===== src/rtl/rmv_pkg.sv =====
package rmv_pkg;

    // Fixed widths of the statistics and of the port fields.
    localparam int DATA_W         = 32;
    localparam int VAR_W          = 48;
    localparam int RATE_W         = 16;
    localparam int DEF_FRAC_BITS  = 16;
    localparam logic [RATE_W-1:0] RATE_RESET = 16'd384;

    // Operations that the controller asks of the datapath, one per cycle.
    typedef enum logic [4:0] {
        OP_NONE,
        OP_LOAD,
        OP_CHECK,
        OP_CLEAR,
        OP_MUL_M1,
        OP_DIVM_LOAD,
        OP_DIV_STEP,
        OP_MEAN_STORE,
        OP_MUL_OM,
        OP_S_CALC,
        OP_MUL_SLO,
        OP_MUL_SHI,
        OP_MUL_VM,
        OP_DIVV_LOAD,
        OP_MUL_NM,
        OP_COMMIT,
        OP_SQ_INIT,
        OP_SQ_STEP,
        OP_MUL_THR,
        OP_RESULT
    } dp_op_t;

    // Controller states.
    typedef enum logic [4:0] {
        S_IDLE,
        S_CHECK,
        S_CLEAR,
        S_MUL_M1,
        S_DIVM_LOAD,
        S_DIVM,
        S_MEAN_STORE,
        S_MUL_OM,
        S_S_CALC,
        S_MUL_SLO,
        S_MUL_SHI,
        S_MUL_VM,
        S_DIVV_LOAD,
        S_DIVV,
        S_MUL_NM,
        S_COMMIT,
        S_SQ_INIT,
        S_SQ,
        S_MUL_THR,
        S_OUT
    } ctl_state_t;

    // Status returned by the datapath.
    typedef struct packed {
        logic missing;
        logic remove;
        logic n_zero;
        logic n_one;
        logic div_last;
        logic sq_last;
    } dp_status_t;

endpackage


===== src/rtl/rmv_ctrl.sv =====
module rmv_ctrl (
    input  logic                clk,
    input  logic                rst_n,
    input  logic                in_valid,
    output logic                in_ready,
    output logic                out_valid,
    input  logic                out_ready,
    input  rmv_pkg::dp_status_t status,
    output rmv_pkg::dp_op_t     op
);
    import rmv_pkg::*;

    ctl_state_t state_reg;
    ctl_state_t state_next;
    logic       out_valid_reg;
    logic       out_valid_next;
    logic       out_free;

    assign out_free = !out_valid_reg || out_ready;

    // Next state.
    always_comb
    begin
        state_next = state_reg;
        unique case (state_reg)
            S_IDLE:
            begin
                if (in_valid)
                begin
                    state_next = S_CHECK;
                end
            end
            S_CHECK:
            begin
                if (status.missing)
                begin
                    state_next = S_SQ_INIT;
                end
                else if (!status.remove)
                begin
                    state_next = S_MUL_M1;
                end
                else if (status.n_zero)
                begin
                    state_next = S_SQ_INIT;
                end
                else if (status.n_one)
                begin
                    state_next = S_CLEAR;
                end
                else
                begin
                    state_next = S_MUL_M1;
                end
            end
            S_CLEAR:      state_next = S_SQ_INIT;
            S_MUL_M1:     state_next = S_DIVM_LOAD;
            S_DIVM_LOAD:  state_next = S_DIVM;
            S_DIVM:
            begin
                if (status.div_last)
                begin
                    state_next = S_MEAN_STORE;
                end
            end
            S_MEAN_STORE: state_next = S_MUL_OM;
            S_MUL_OM:     state_next = S_S_CALC;
            S_S_CALC:     state_next = S_MUL_SLO;
            S_MUL_SLO:    state_next = S_MUL_SHI;
            S_MUL_SHI:    state_next = S_MUL_VM;
            S_MUL_VM:     state_next = S_DIVV_LOAD;
            S_DIVV_LOAD:  state_next = S_DIVV;
            S_DIVV:
            begin
                if (status.div_last)
                begin
                    state_next = S_MUL_NM;
                end
            end
            S_MUL_NM:     state_next = S_COMMIT;
            S_COMMIT:     state_next = S_SQ_INIT;
            S_SQ_INIT:    state_next = S_SQ;
            S_SQ:
            begin
                if (status.sq_last)
                begin
                    state_next = S_MUL_THR;
                end
            end
            S_MUL_THR:    state_next = S_OUT;
            S_OUT:
            begin
                if (out_free)
                begin
                    state_next = S_IDLE;
                end
            end
            default:      state_next = S_IDLE;
        endcase
    end

    // Datapath operation and handshake outputs.
    always_comb
    begin
        op             = OP_NONE;
        in_ready       = 1'b0;
        out_valid_next = out_valid_reg && !out_ready;
        unique case (state_reg)
            S_IDLE:
            begin
                in_ready = 1'b1;
                op       = in_valid ? OP_LOAD : OP_NONE;
            end
            S_CHECK:      op = OP_CHECK;
            S_CLEAR:      op = OP_CLEAR;
            S_MUL_M1:     op = OP_MUL_M1;
            S_DIVM_LOAD:  op = OP_DIVM_LOAD;
            S_DIVM:       op = OP_DIV_STEP;
            S_MEAN_STORE: op = OP_MEAN_STORE;
            S_MUL_OM:     op = OP_MUL_OM;
            S_S_CALC:     op = OP_S_CALC;
            S_MUL_SLO:    op = OP_MUL_SLO;
            S_MUL_SHI:    op = OP_MUL_SHI;
            S_MUL_VM:     op = OP_MUL_VM;
            S_DIVV_LOAD:  op = OP_DIVV_LOAD;
            S_DIVV:       op = OP_DIV_STEP;
            S_MUL_NM:     op = OP_MUL_NM;
            S_COMMIT:     op = OP_COMMIT;
            S_SQ_INIT:    op = OP_SQ_INIT;
            S_SQ:         op = OP_SQ_STEP;
            S_MUL_THR:    op = OP_MUL_THR;
            S_OUT:
            begin
                if (out_free)
                begin
                    op             = OP_RESULT;
                    out_valid_next = 1'b1;
                end
            end
            default:      op = OP_NONE;
        endcase
    end

    // State and output valid registers.
    always_ff @(posedge clk or negedge rst_n)
    begin
        if (!rst_n)
        begin
            state_reg     <= S_IDLE;
            out_valid_reg <= 1'b0;
        end
        else
        begin
            state_reg     <= state_next;
            out_valid_reg <= out_valid_next;
        end
    end

    assign out_valid = out_valid_reg;

`ifndef SYNTHESIS
    // An accepted item goes straight to the decision step.
    a_accept_check: assert property (@(posedge clk) disable iff (!rst_n)
        (in_valid && in_ready) |=> (state_reg == S_CHECK))
        else $error("accepted item did not reach the decision step");

    // A result written to the output register is shown as valid.
    a_result_valid: assert property (@(posedge clk) disable iff (!rst_n)
        (state_reg == S_OUT && out_free) |=> (out_valid_reg && state_reg == S_IDLE))
        else $error("result transfer not presented");

    // The root loop ends in the threshold multiply.
    a_sq_end: assert property (@(posedge clk) disable iff (!rst_n)
        (state_reg == S_SQ && status.sq_last) |=> (state_reg == S_MUL_THR))
        else $error("square root loop did not end correctly");
`endif

endmodule


===== config.mk =====
export PLATFORM = sky130hd
export DESIGN_NAME = rmv_ctrl
export DESIGN_NICKNAME = d
export VERILOG_FILES = /design/src/rtl/rmv_pkg.sv /design/src/rtl/rmv_ctrl.sv
export SDC_FILE = /design/constraint.sdc
export NUM_CORES = 1
export LEC_CHECK = 0
export ABC_AREA = 1
export BUFFER_PORTS_ARGS = -buffer_cell sky130_fd_sc_hd__buf_2
export CORE_UTILIZATION = 46
export CTS_BUF_LIST = sky130_fd_sc_hd__clkbuf_16
export DETAILED_ROUTE_END_ITERATION = 10
export PLACE_DENSITY_LB_ADDON = 0.25
export REMOVE_ABC_BUFFERS = 1
export SKIP_CTS_REPAIR_TIMING = 1
export SLEW_MARGIN = 20
export SYNTH_ARGS = -nofsm -noshare
export SYNTH_HDL_FRONTEND = slang
export SYNTH_SLANG_ARGS = --single-unit

===== constraint.sdc =====
create_clock -name clk -period 2.5 [get_ports clk]
set_input_delay 0.25 -clock clk [delete_from_list [all_inputs] [get_ports clk]]
set_output_delay 0.25 -clock clk [all_outputs]
set_load 0.03 [all_outputs]

==> impl_metrics.csv <==
group,metric,value,unit
status,status,"finished, final reports clean",
clock_tree,numCtsBuffers,3,
clock_tree,clockRootBuffer,"clkbuf_16",
floorplan,die_x,40.2,um
floorplan,die_h,40.2,um
cells_and_area,fillers,136,
cells_and_area,largest_reg_flops,5,
route,drc_errors,0,
synth,syn_avg_cell_area,5.84,um2
synth,postSynthCellCount,115,
floorplan,core_area,1330,um2
sta,slew_headroom,0.743,
flow_run,max_cap_viol_count,0,
sta,fin_skew,2.12,ps
route,drtPass1Iterations,4,
synth,synthAdderAreaFrac,0,
cells_and_area,antenna_cells,0,
floorplan,rows,13,
route,drt_iter0_drc,44,
synth,synthMuxAreaShare,0,
power,p_leak,0.474,nW
global_route,grt_pass1_vias,689,
cells_and_area,area_delta_synth_final,21.8,%
synth,synthSimpleGateAreaFrac,0.561,
synth,ys_types,19,
synth,synth_compound_gate_area_share,0.0652,
min_path,min_path_type,"input pin to flip-flop",
global_route,grt_max_degree,15,
synth,synth_top_cell_by_area,"dfrtp_1",
worst_setup_path,cp.required,2250,ps
route,vias,853,
synth,synth_common_cells,"33 x nand2_1, 17 x nand3_1, 15 x nor2_1, 11 x inv_1, 6 x dfrtp_1",
global_route,gr-total-overflow,0,
clock_tree,cts_num_sinks,6,
route,post_drt_wl_per_cell,12.6,um
synth,synth_area,672,um2
synth,synth-seq-area-share,0.223,
floorplan,initial_core_util,0.504,
synth,synth.top_cell.area_share,0.223,
clock_tree,cts.path.max_buffers,2,
min_path,min_path_cells,2,
clock_tree,clock_latency,230,ps
global_route,grt_use_total,0.260,
worst_setup_path,crit_path_max_fanout,14,
place,dp_hpwl,1310,um
route,wirelength,1840,um
worst_setup_path,cp.arrival,1740,ps
place,dp_slack,820,ps
clock_tree,path_clk_slew,30,ps
route,antenna_left,0,
clock_tree,htree_levels,1,
synth,synth_top_family_by_area,"simple AND/OR/NAND/NOR gates",
floorplan,dieArea,1620,um2
floorplan,ios,17,
worst_setup_path,critical_path_class,"flip-flop to output port",
synth,synth-main-ff-cell,"dfrtp_1",
sta,finalHoldViolations,0,
synth,ys_warn_count,0,
worst_setup_path,cp-end-kind,"output port",
sta,min_period_over_period,0.794,
power,p_per_area,1430,nW/um2
synth,yosysMostFrequentCell,"nand2_1",
power,irDropWorstVdd,0.000843,V
worst_setup_path,cp-start-kind,"flip-flop",
sta,tns,0,ps
synth,synthArstFlopShare,1.00,
global_route,antenna_found_initial,0,
place,gp_congestion,0.885,
synth,synth_edf_count,0,
cells_and_area,final_layout_size_suffix_gt1_frac,0.244,
sta,drv_slew,0,
sta,timing.final.ws_setup,515,ps
sta,setup_viol_count_final,0,
synth,synth_xor_area_frac,0,
worst_setup_path,r2r_cells,8,
sta,worstMarginPinSlew,385,ps
route,via_per_inst,5.84,
cells_and_area,finalNetCount,143,
synth,ys_ff_latch,6,
clock_tree,cts_tree,"built",
sta,period_needed,1990,ps
sta,rsz0062_at_grt,"false",
synth,ys_top_cells_by_area,"dfrtp_1 22%, nand2_1 18%, nand3_1 13%",
global_route,grt_pass1_wl,2800,um
place,port_buffers,16,
sta,fmax,504,MHz
-- routing by layer --
| metal | track usage | part of all wire | up-vias | wire [um] |
|---|---|---|---|---|
| met3 | 0.0500 | 0.096 | 12 | 177 |
| li1 | - | - | 406 | - |
| met4 | 0.108 | 0.026 | 0 | 47 |
| met1 | 0.331 | 0.41 | 375 | 750 |
| met5 | 0 | 0 | - | 0 |
| met2 | 0.427 | 0.47 | 60 | 860 |
-- stage by stage --
stage / cell area [um2] / hold slack, ps / instances / utilization / total power, mW
2_1_floorplan: 627 / -45.6 / 110 / - / 0.718
3_3_place_gp: 733 / 74.1 / 142 / 0.550 / 0.899
3_5_place_dp: 733 / 74.7 / 142 / 0.550 / 0.897
4_1_cts: 808 / -158 / 145 / 0.606 / 1.16
5_1_grt: 818 / 254 / 146 / 0.614 / 1.26
6_report: 818 / 231 / 146 / 0.614 / 1.17
-- cell usage in the layout, fill, tap and decap left out --
| master | Yosys | layout |
|---|---|---|
| dlygate4sd3_1 | 0 | 1 |
| nand2_1 | 33 | 33 |
| nand4_2 | 1 | 1 |
| nor3_1 | 3 | 3 |
| nor2_2 | 3 | 3 |
| nand4_1 | 5 | 5 |
| o21ai_0 | 5 | 5 |
| o211ai_1 | 1 | 1 |
| nor2_1 | 15 | 15 |
| buf_2 | 0 | 16 |
| inv_2 | 4 | 4 |
| a31oi_1 | 1 | 1 |
| buf_4 | 3 | 1 |
| clkbuf_16 | 0 | 3 |
| dfrtp_1 | 6 | 6 |
| nand3_1 | 17 | 17 |
| o21ai_1 | 1 | 1 |
| nand2_2 | 2 | 2 |
| nor2_4 | 1 | 1 |
| nor3_2 | 1 | 1 |
| inv_1 | 11 | 11 |
-- final timing paths --
kind,endpoint,slack (ps),from
setup / recovery,op[0],510,state_reg[4]
hold / removal,out_valid,230,out_ready
setup reg to reg,state_reg[0],1000,state_reg[4]
hold reg to reg,out_valid,560,out_valid
max in group asynchronous,state_reg[0],1980,rst_n
min in group asynchronous,out_valid,380,rst_n
-- cells by family after synthesis --
group / count (synthesis)
DFF: 6
AOI/OAI and AO/OA: 8
and+or+nand+nor: 81
buffers and inverters: 20
-- critical path: stages (launching register included) --
cell     delay, ps
dfrtp_1        500
inv_2          250
nand3_1        190
inv_1          110
nand2_1         80
nand2_1         70
nor2_1          40
nand3_1         70
buf_2          190
-- power breakdown --
part / internal, mW / switching, mW / leakage [nW] / total (mW)
sequential: 0.134 / 0.0822 / 0.0787 / 0.216
combinational: 0.212 / 0.489 / 0.358 / 0.701
clock: 0.205 / 0.0480 / 0.0370 / 0.253
-- cell type report --
class | count | area, um2 | share of cell area
Clock buffer | 3 | 75.1 | 0.0917
Inverter | 15 | 56.3 | 0.0688
Multi-Input combinational cell | 89 | 420 | 0.514
Sequential cell | 6 | 150 | 0.183
Tap cell | 15 | 18.8 | 0.0229
Timing Repair Buffer | 18 | 97.6 | 0.119
No activity file was read; power rests on OpenSTA's default activity.
